<file path="src/sv/swle_pkg.sv">
// Shared types and constants for the size-weighted LRU evictor.
// Holds the input and result beat structs, the action, result and ALU codes.
// No dependencies.
package swle_pkg;

  typedef enum logic [1:0] {
    ACT_ADD    = 2'd0,
    ACT_REMOVE = 2'd1,
    ACT_SHRINK = 2'd2
  } action_e;

  typedef enum logic [1:0] {
    KIND_DONE   = 2'd0,
    KIND_EVICT  = 2'd1,
    KIND_REJECT = 2'd2
  } kind_e;

  typedef enum logic [1:0] {
    ALU_EQ      = 2'd0,
    ALU_GT      = 2'd1,
    ALU_SUB_SAT = 2'd2,
    ALU_ADD     = 2'd3
  } alu_op_e;

  localparam logic [31:0] BUDGET_RESET = 32'd1048576;

  typedef struct packed {
    logic [1:0]  action;
    logic [15:0] entry_id;
    logic [31:0] entry_size;
    logic [31:0] limit;
  } in_t;

  typedef struct packed {
    logic [1:0]  kind;
    logic [15:0] evicted_id;
    logic [31:0] evicted_size;
    logic [31:0] usage;
    logic        last;
  } out_t;

endpackage

</file>
<file path="src/sv/swle_alu.sv">
// Shared arithmetic and compare unit of the evictor sequencer.
// Depends on swle_pkg for the operation codes.
module swle_alu import swle_pkg::*; #(
  parameter int unsigned AW = 32
) (
  input  alu_op_e         op_i,
  input  logic [AW-1:0]   a_i,
  input  logic [AW-1:0]   b_i,
  output logic [AW-1:0]   res_o,
  output logic            flag_o
);

  logic          a_lt_b;
  logic [AW-1:0] diff;

  assign a_lt_b = (a_i < b_i);
  assign diff   = a_i - b_i;

  always_comb begin
    res_o  = '0;
    flag_o = 1'b0;
    unique case (op_i)
      ALU_EQ: begin
        flag_o = (a_i == b_i);
      end
      ALU_GT: begin
        flag_o = (a_i > b_i);
      end
      ALU_SUB_SAT: begin
        // A subtrahend larger than the minuend clamps to zero.
        res_o = a_lt_b ? '0 : diff;
      end
      ALU_ADD: begin
        res_o = a_i + b_i;
      end
    endcase
  end

endmodule

</file>
<file path="src/sv/swle_ctrl.sv">
// Sequencer of the evictor: slot memory, fill count, usage total and the
// step-by-step control around one shared swle_alu. Depends on swle_pkg.
module swle_ctrl import swle_pkg::*; #(
  parameter int unsigned ENTRIES   = 16,
  parameter int unsigned SIZE_BITS = 32
) (
  input  logic        clk_i,
  input  logic        rst_ni,
  input  logic        in_valid_i,
  output logic        in_ready_o,
  input  in_t         in_data_i,
  input  logic [31:0] budget_i,
  output logic        res_valid_o,
  input  logic        res_ready_i,
  output out_t        res_o
);

  localparam int unsigned IW = $clog2(ENTRIES);
  localparam int unsigned FW = $clog2(ENTRIES + 1);
  localparam int unsigned AW = (SIZE_BITS > 32) ? SIZE_BITS : 32;

  localparam logic [3:0] S_IDLE     = 4'd0;
  localparam logic [3:0] S_SRCH_RD  = 4'd1;
  localparam logic [3:0] S_SRCH_CMP = 4'd2;
  localparam logic [3:0] S_SHIFT_RD = 4'd3;
  localparam logic [3:0] S_SHIFT_WR = 4'd4;
  localparam logic [3:0] S_FRONT    = 4'd5;
  localparam logic [3:0] S_RM_SUB   = 4'd6;
  localparam logic [3:0] S_RM_RD    = 4'd7;
  localparam logic [3:0] S_RM_WR    = 4'd8;
  localparam logic [3:0] S_TARGET   = 4'd9;
  localparam logic [3:0] S_CHECK    = 4'd10;
  localparam logic [3:0] S_EV_RD    = 4'd11;
  localparam logic [3:0] S_EV_SUB   = 4'd12;
  localparam logic [3:0] S_EV_EMIT  = 4'd13;
  localparam logic [3:0] S_DONE     = 4'd14;
  localparam logic [3:0] S_REJECT   = 4'd15;

  logic [3:0]           state_q, state_d;
  logic [1:0]           act_q, act_d;
  logic [15:0]          id_q, id_d;
  logic [SIZE_BITS-1:0] sel_size_q, sel_size_d;
  logic [31:0]          target_q, target_d;
  logic [IW-1:0]        idx_q, idx_d;
  logic [FW-1:0]        fill_q, fill_d;
  logic [SIZE_BITS-1:0] total_q, total_d;
  logic                 miss_q, miss_d;
  logic                 force_q, force_d;

  // Slot memory, slot 0 is the most recently used entry.
  logic [15:0]          mem_id_q   [ENTRIES];
  logic [SIZE_BITS-1:0] mem_size_q [ENTRIES];
  logic [15:0]          rd_id_q;
  logic [SIZE_BITS-1:0] rd_size_q;
  logic                 rd_en, wr_en;
  logic [IW-1:0]        rd_addr, wr_addr;
  logic [15:0]          wr_id;
  logic [SIZE_BITS-1:0] wr_size;

  alu_op_e              alu_op;
  logic [AW-1:0]        alu_a, alu_b, alu_res;
  logic                 alu_flag;

  logic [FW-1:0]        fill_m1, idx_p1;
  logic [IW-1:0]        idx_m1;
  logic [AW-1:0]        size_in_w, total_w, rd_size_w;
  logic [SIZE_BITS-1:0] size_in;
  logic [31:0]          usage32;

  assign fill_m1   = fill_q - FW'(1);
  assign idx_p1    = FW'(idx_q) + FW'(1);
  assign idx_m1    = idx_q - IW'(1);
  assign size_in_w = AW'(in_data_i.entry_size);
  assign size_in   = size_in_w[SIZE_BITS-1:0];
  assign total_w   = AW'(total_q);
  assign rd_size_w = AW'(rd_size_q);
  assign usage32   = total_w[31:0];

  swle_alu #(.AW(AW)) u_alu (
    .op_i   (alu_op),
    .a_i    (alu_a),
    .b_i    (alu_b),
    .res_o  (alu_res),
    .flag_o (alu_flag)
  );

  always_ff @(posedge clk_i) begin
    if (wr_en) begin
      mem_id_q[wr_addr]   <= wr_id;
      mem_size_q[wr_addr] <= wr_size;
    end
  end

  always_ff @(posedge clk_i) begin
    if (rd_en) begin
      rd_id_q   <= mem_id_q[rd_addr];
      rd_size_q <= mem_size_q[rd_addr];
    end
  end

  always_comb begin
    state_d     = state_q;
    act_d       = act_q;
    id_d        = id_q;
    sel_size_d  = sel_size_q;
    target_d    = target_q;
    idx_d       = idx_q;
    fill_d      = fill_q;
    total_d     = total_q;
    miss_d      = miss_q;
    force_d     = force_q;
    rd_en       = 1'b0;
    rd_addr     = idx_q;
    wr_en       = 1'b0;
    wr_addr     = idx_q;
    wr_id       = rd_id_q;
    wr_size     = rd_size_q;
    alu_op      = ALU_EQ;
    alu_a       = '0;
    alu_b       = '0;
    in_ready_o  = 1'b0;
    res_valid_o = 1'b0;
    res_o       = '{kind: KIND_DONE, evicted_id: '0, evicted_size: '0,
                    usage: usage32, last: 1'b1};

    unique case (state_q)
      S_IDLE: begin
        in_ready_o = 1'b1;
        if (in_valid_i) begin
          act_d      = in_data_i.action;
          id_d       = in_data_i.entry_id;
          sel_size_d = size_in;
          miss_d     = 1'b0;
          force_d    = 1'b0;
          idx_d      = '0;
          unique case (in_data_i.action)
            ACT_ADD: begin
              if (size_in == '0) begin
                state_d = S_REJECT;
              end else if (fill_q == '0) begin
                miss_d  = 1'b1;
                state_d = S_TARGET;
              end else begin
                state_d = S_SRCH_RD;
              end
            end
            ACT_REMOVE: begin
              state_d = (fill_q == '0) ? S_DONE : S_SRCH_RD;
            end
            ACT_SHRINK: begin
              target_d = in_data_i.limit;
              state_d  = S_CHECK;
            end
            default: begin
              state_d = S_REJECT;
            end
          endcase
        end
      end
      S_SRCH_RD: begin
        rd_en   = 1'b1;
        state_d = S_SRCH_CMP;
      end
      S_SRCH_CMP: begin
        alu_op = ALU_EQ;
        alu_a  = AW'(rd_id_q);
        alu_b  = AW'(id_q);
        if (alu_flag) begin
          sel_size_d = rd_size_q;
          if (act_q == ACT_ADD) begin
            state_d = (idx_q == '0) ? S_DONE : S_SHIFT_RD;
          end else begin
            state_d = S_RM_SUB;
          end
        end else if (idx_p1 == fill_q) begin
          if (act_q == ACT_ADD) begin
            miss_d  = 1'b1;
            state_d = S_TARGET;
          end else begin
            state_d = S_DONE;
          end
        end else begin
          idx_d   = idx_p1[IW-1:0];
          state_d = S_SRCH_RD;
        end
      end
      S_SHIFT_RD: begin
        rd_en   = 1'b1;
        rd_addr = idx_m1;
        state_d = S_SHIFT_WR;
      end
      S_SHIFT_WR: begin
        wr_en   = 1'b1;
        idx_d   = idx_m1;
        state_d = (idx_m1 == '0) ? S_FRONT : S_SHIFT_RD;
      end
      S_FRONT: begin
        wr_en   = 1'b1;
        wr_addr = '0;
        wr_id   = id_q;
        wr_size = sel_size_q;
        if (miss_q) begin
          alu_op  = ALU_ADD;
          alu_a   = total_w;
          alu_b   = AW'(sel_size_q);
          total_d = alu_res[SIZE_BITS-1:0];
          fill_d  = fill_q + FW'(1);
        end
        state_d = S_DONE;
      end
      S_RM_SUB: begin
        alu_op  = ALU_SUB_SAT;
        alu_a   = total_w;
        alu_b   = AW'(sel_size_q);
        total_d = alu_res[SIZE_BITS-1:0];
        fill_d  = fill_m1;
        state_d = (idx_p1 < fill_q) ? S_RM_RD : S_DONE;
      end
      S_RM_RD: begin
        rd_en   = 1'b1;
        rd_addr = idx_p1[IW-1:0];
        state_d = S_RM_WR;
      end
      S_RM_WR: begin
        wr_en = 1'b1;
        if (idx_p1 < fill_q) begin
          idx_d   = idx_p1[IW-1:0];
          state_d = S_RM_RD;
        end else begin
          state_d = S_DONE;
        end
      end
      S_TARGET: begin
        alu_op   = ALU_SUB_SAT;
        alu_a    = AW'(budget_i);
        alu_b    = AW'(sel_size_q);
        target_d = alu_res[31:0];
        state_d  = S_CHECK;
      end
      S_CHECK: begin
        alu_op = ALU_GT;
        alu_a  = total_w;
        alu_b  = AW'(target_q);
        if (fill_q != '0 && alu_flag) begin
          state_d = S_EV_RD;
        end else if (act_q == ACT_SHRINK) begin
          state_d = S_DONE;
        end else if (fill_q == FW'(ENTRIES)) begin
          force_d = 1'b1;
          state_d = S_EV_RD;
        end else if (fill_q == '0) begin
          state_d = S_FRONT;
        end else begin
          idx_d   = fill_q[IW-1:0];
          state_d = S_SHIFT_RD;
        end
      end
      S_EV_RD: begin
        rd_en   = 1'b1;
        rd_addr = fill_m1[IW-1:0];
        state_d = S_EV_SUB;
      end
      S_EV_SUB: begin
        alu_op  = ALU_SUB_SAT;
        alu_a   = total_w;
        alu_b   = rd_size_w;
        total_d = alu_res[SIZE_BITS-1:0];
        fill_d  = fill_m1;
        state_d = S_EV_EMIT;
      end
      S_EV_EMIT: begin
        res_valid_o = 1'b1;
        res_o       = '{kind: KIND_EVICT, evicted_id: rd_id_q,
                        evicted_size: rd_size_w[31:0], usage: usage32, last: 1'b0};
        if (res_ready_i) begin
          if (force_q) begin
            // With ENTRIES above one, the full-table eviction always leaves at least one entry.
            force_d = 1'b0;
            idx_d   = fill_q[IW-1:0];
            state_d = S_SHIFT_RD;
          end else begin
            state_d = S_CHECK;
          end
        end
      end
      S_DONE: begin
        res_valid_o = 1'b1;
        if (res_ready_i) begin
          state_d = S_IDLE;
        end
      end
      S_REJECT: begin
        res_valid_o = 1'b1;
        res_o.kind  = KIND_REJECT;
        if (res_ready_i) begin
          state_d = S_IDLE;
        end
      end
    endcase
  end

  always_ff @(posedge clk_i or negedge rst_ni) begin
    if (!rst_ni) begin
      state_q <= S_IDLE;
      fill_q  <= '0;
      total_q <= '0;
      miss_q  <= 1'b0;
      force_q <= 1'b0;
    end else begin
      state_q <= state_d;
      fill_q  <= fill_d;
      total_q <= total_d;
      miss_q  <= miss_d;
      force_q <= force_d;
    end
  end

  always_ff @(posedge clk_i) begin
    act_q      <= act_d;
    id_q       <= id_d;
    sel_size_q <= sel_size_d;
    target_q   <= target_d;
    idx_q      <= idx_d;
  end

  a_fill_bound: assert property (@(posedge clk_i) disable iff (!rst_ni)
    fill_q <= FW'(ENTRIES))
    else $error("fill count exceeds the table depth");

  a_evict_nonempty: assert property (@(posedge clk_i) disable iff (!rst_ni)
    (state_q == S_EV_RD) |-> (fill_q != '0))
    else $error("eviction started on an empty table");

  a_shift_index: assert property (@(posedge clk_i) disable iff (!rst_ni)
    (state_q == S_SHIFT_RD) |-> (idx_q != '0))
    else $error("shift step reads below slot 0");

  a_insert_grows: assert property (@(posedge clk_i) disable iff (!rst_ni)
    (state_q == S_FRONT && miss_q) |=> (fill_q == $past(fill_q) + FW'(1)))
    else $error("insert did not grow the fill count");

  a_idle_quiet: assert property (@(posedge clk_i) disable iff (!rst_ni)
    (state_q == S_IDLE) |-> !res_valid_o)
    else $error("result offered while waiting for a request");

endmodule

</file>
<file path="src/sv/size_weighted_lru_evictor.sv">
// Top level of the size-weighted LRU evictor: budget register, result
// register and the swle_ctrl sequencer. Depends on swle_pkg, swle_ctrl.
//
// Usage. A request beat on the in channel carries an action (add or touch,
// remove, shrink), an entry id, an entry size and a shrink limit. Each
// request answers with zero or more eviction beats on the out channel,
// then one final beat (done or reject) with last set; every beat carries
// the resident usage after it. The cfg channel writes the budget and is
// always ready; write it only while no request is in flight.
//
// Timing. Requests are handled one at a time and in_ready_o is low until
// the final beat has been handed to the result register. A lookup visits
// the slots one after another, each read through the registered read port
// of the slot memory and then compared. Each eviction runs through the
// usage compare, the slot read, the saturating subtract and the result
// handover. Moving slots to reorder the list reads and then writes each
// slot moved.
//
// Reset clears the table (fill count zero), the usage and the result valid
// flag, and loads the budget with 1048576. When the receiver stalls,
// the result register holds its beat and the sequencer waits on the next.
module size_weighted_lru_evictor import swle_pkg::*; #(
  parameter int unsigned ENTRIES   = 16,
  parameter int unsigned SIZE_BITS = 32
) (
  input  logic        clk_i,
  input  logic        rst_ni,
  input  logic        in_valid_i,
  output logic        in_ready_o,
  input  in_t         in_data_i,
  output logic        out_valid_o,
  input  logic        out_ready_i,
  output out_t        out_data_o,
  input  logic        cfg_valid_i,
  output logic        cfg_ready_o,
  input  logic [31:0] cfg_data_i
);

  logic [31:0] budget_q;
  logic        out_valid_q;
  out_t        out_data_q;
  logic        res_valid;
  logic        res_ready;
  out_t        res;

  // The budget register takes a write in any cycle.
  assign cfg_ready_o = 1'b1;

  always_ff @(posedge clk_i or negedge rst_ni) begin
    if (!rst_ni) begin
      budget_q <= BUDGET_RESET;
    end else if (cfg_valid_i) begin
      budget_q <= cfg_data_i;
    end
  end

  swle_ctrl #(
    .ENTRIES   (ENTRIES),
    .SIZE_BITS (SIZE_BITS)
  ) u_ctrl (
    .clk_i       (clk_i),
    .rst_ni      (rst_ni),
    .in_valid_i  (in_valid_i),
    .in_ready_o  (in_ready_o),
    .in_data_i   (in_data_i),
    .budget_i    (budget_q),
    .res_valid_o (res_valid),
    .res_ready_i (res_ready),
    .res_o       (res)
  );

  // The result register frees up in the same cycle its beat is taken, so
  // the register can take one beat per cycle while out_ready_i holds.
  assign res_ready = !out_valid_q || out_ready_i;

  always_ff @(posedge clk_i or negedge rst_ni) begin
    if (!rst_ni) begin
      out_valid_q <= 1'b0;
    end else if (res_valid && res_ready) begin
      out_valid_q <= 1'b1;
    end else if (out_ready_i) begin
      out_valid_q <= 1'b0;
    end
  end

  always_ff @(posedge clk_i) begin
    if (res_valid && res_ready) begin
      out_data_q <= res;
    end
  end

  assign out_valid_o = out_valid_q;
  assign out_data_o  = out_data_q;

endmodule
</file>
<file path="config.mk">
export PLATFORM = sky130hd
export DESIGN_NAME = size_weighted_lru_evictor
export DESIGN_NICKNAME = d
export VERILOG_FILES = /design/src/sv/swle_pkg.sv /design/src/sv/swle_alu.sv /design/src/sv/swle_ctrl.sv /design/src/sv/size_weighted_lru_evictor.sv
export SDC_FILE = /design/constraint.sdc
export NUM_CORES = 2
export LEC_CHECK = 0
export BUFFER_PORTS_ARGS = -buffer_cell sky130_fd_sc_hd__clkbuf_2
export CAP_MARGIN = 20
export CORE_UTILIZATION = 25
export DETAILED_ROUTE_END_ITERATION = 16
export PLACE_DENSITY = 0.5
export REMOVE_ABC_BUFFERS = 1
export SETUP_SLACK_MARGIN = 0.3
export SKIP_LAST_GASP = 1
export SLEW_MARGIN = 20
export SYNTH_ARGS = -nofsm -noshare
export SYNTH_HDL_FRONTEND = slang
export SYNTH_SLANG_ARGS = --single-unit
</file>
<file path="constraint.sdc">
create_clock -name clk_i -period 22.3 [get_ports clk_i]
set_input_delay 1.115 -clock clk_i [delete_from_list [all_inputs] [get_ports clk_i]]
set_output_delay 1.115 -clock clk_i [all_outputs]
set_load 0.05 [all_outputs]
</file>
==> metrics <==
status finished with violations; failing checks DRC; Reg-to-Reg Start u_ctrl.state_q[3]$_DFFE_PN0P_; CTS sink count 1,061; pre-CTS WS 14.80 ns; fin crit period 7.62 ns; Vias 32,700; VDD IR-drop max 0.000172 V; GR Util All Layers 17.7%; Core ar. 188,000 um^2; layout cells sized above 1 13.2%; EDFF count, synth 985; die area 191,000 um^2; CTS tree built; Ys Warns 0; fin cells 6,572; Worst R2R End u_ctrl.idx_q[1]$_DFFE_PP_; Post-Route WL 173,000 um; post-layout util 29.2%; RSZ-0062 raised after global routing no; Avg Inst Size Synth 12.3 um^2; die width 437 um; routability congestion estimate 0.929; DRT Pass-1 Iters 14; PwrDens 173 nW/um^2; Most used DFF post-synth edfxtp_1; fin area 54,900 um^2; synthesized flop and latch total 1,061; antenna viol nets, final 0; clk buf depth 3; Leak Pwr 19.0 nW; post_cts resized 0; first-pass GRT wire length 243,000 um; antenna violations before repair 32; Mapped Cells 3,855; critical path required time 22.69 ns; P&R area growth vs syn 16.0%; Synth top cells by count edfxtp_1 (985), nand2_1 (815), a211oi_1 (249); setup repair bufs after CTS 0; Seq/Total Area, Yosys 66.6%; total power 9.47 mW; Iter 0 DRT Violations 3,327; CP Capture Type flip-flop; max-cap check violation count 0; Hold Slack 0.352 ns; DP Area 51,200 um^2; Fin. Hold Viols 0; placed instance count 6,356; total CTS buffers 111; GRT Residual Overflow 0; worst slew pin tran 1.07 ns; Critical path origin u_ctrl.state_q[3]$_DFFE_PN0P_; most numerous cell in the Yosys netlist edfxtp_1; port bufs 203; number of global-route vias before repair 31,400; Synth area leaders edfxtp_1 (63%), nand2_1 (6.5%), dfrtp_1 (4.0%); Yosys top cell by area edfxtp_1; Netlist cell types 87; starting density of the core 25.2%; fin nets 4,168; TNS Setup 0 ns; mapped cell area 47,300 um^2; critical path fanouts, max 27; critical path launch point type flip-flop; hold crit path type in -> async; worst r2r path cells 18; critical path type reg -> reg; fin crit share 34.2%; worst setup margin 14.68 ns; ys async rst share 7.16%; WP data arrival 8.01 ns; drt drc 20; Slew Viols, Final 0; drt wl/cell 26.3 um; Fmax achieved 131 MHz; die height 437 um; post-DP HPWL 108,000 um; vias per std cell 4.97; H-tree Lvls 3; Final Setup Violations 0; largest net degree at the start of global routing 89; row count 159; area share of the largest cell type after synthesis 62.6%; clock root buffer clkbuf_16; Clock Skew 0.0288 ns; max_slew headroom 28.8%; Post-CTS Hold Buffers 0; boundary pin count 205; clock-pin slew on the worst setup and hold paths 0.06 ns; reg2reg setup slack 14.68 ns; Clock Latency Late Sink 0.74 ns
-- worst max-delay path, cell delays in order, from the launching register on --
cell and delay [ns]:
dfrtp_1 0.99, nor2b_1 0.27, and3_1 0.27, buf_4 0.26, nor2_1 0.53, nand2_1 0.63
buf_4 0.45, a222oi_1 0.30, inv_1 0.11, ha_1 0.53, nand4_1 0.26, or4_1 0.62
nor4_2 0.32, a31oi_1 0.09, o21ai_1 0.37, o31ai_1 0.26, a221oi_1 0.39, o32a_1 0.22
nor3b_2 0.39
-- how the worst max path moves through the flow --
stage	end	slack, ns
floorplan	u_ctrl.rd_id_q[10]$_DFFE_PP_	6.11
global placement	u_ctrl.idx_q[2]$_DFFE_PP_	15.04
detailed placement	u_ctrl.idx_q[2]$_DFFE_PP_	14.80
CTS	u_ctrl.idx_q[2]$_DFFE_PP_	14.76
global route	u_ctrl.idx_q[1]$_DFFE_PP_	14.41
finish	u_ctrl.idx_q[1]$_DFFE_PP_	14.68
-- layer usage --
metal | part of all wire [%] | track usage, %
met1 | 42 | 22.7
met2 | 49 | 30.1
met3 | 5.1 | 2.18
met4 | 3.9 | 6.94
met5 | 0.033 | 0
-- kinds of logic after synthesis --
logic type / count (synthesis) / synth area share, %
buffers and inverters: 358 / 3.01
adder cells (fa/ha/maj): 75 / 2.02
multiplexers: 39 / 0.916
AO/OA/AOI/OAI: 946 / 14.0
XOR/XNOR: 30 / 0.556
flip-flops: 1061 / 66.6
AND/OR/NAND/NOR: 1345 / 12.9
other: 1 / 0.00793
-- area by class of cell --
| class | instances | area [um^2] |
|---|---|---|
| well taps | 2495 | 3120 |
| multi-input cells | 2436 | 14600 |
| clock inverters | 71 | 717 |
| repair buffers | 279 | 1590 |
| clock buffers | 139 | 2970 |
| diodes | 6 | 15.0 |
| flip-flops and latches | 1061 | 31500 |
| fillers | 19200 | 133000 |
| inverters | 85 | 319 |
-- power by group --
part           leakage [nW]  total, mW  internal [mW]  switching [mW]
logic                  7.36       4.51           1.30            3.21
clock network          1.78       1.89           1.08           0.806
registers              9.86       3.08           2.82           0.255
-- sequential cells by signal (all words and copies together) (netlist names) --
| register | cells |
|---|---|
| out_valid_o | 1 |
| u_ctrl.rd_size_q | 32 |
| u_ctrl.target_q | 32 |
| u_ctrl.state_q | 4 |
| u_ctrl.idx_q | 4 |
| u_ctrl.force_q | 1 |
| u_ctrl.total_q | 32 |
| out_data_o | 83 |
| u_ctrl.rd_id_q | 16 |
| u_ctrl.miss_q | 1 |
| u_ctrl.sel_size_q | 32 |
| budget_q | 32 |
| u_ctrl.id_q | 16 |
| u_ctrl.mem_size_q | 512 |
| u_ctrl.act_q | 2 |
| u_ctrl.mem_id_q | 256 |
| u_ctrl.fill_q | 5 |
-- layout by cell type, fill, tap and decap left out, types with 21 or more instances in the layout --
master,n
o21ai_0,84
a21oi_1,178
a211oi_1,249
clkbuf_2,202
clkbuf_1,22
o31ai_1,22
ha_1,73
clkbuf_16,113
and2_1,188
nor2_4,21
and3_1,51
edfxtp_1,985
xnor2_1,24
a311oi_1,99
clkinv_1,26
mux2_2,34
buf_4,77
nand2_1,812
a222oi_1,33
nand2b_1,22
nor3_1,24
nor2_1,105
inv_1,83
a22o_1,21
a31oi_1,109
nand3_1,22
dfrtp_1,75
Note: power is estimated with default switching activity, not from simulation.
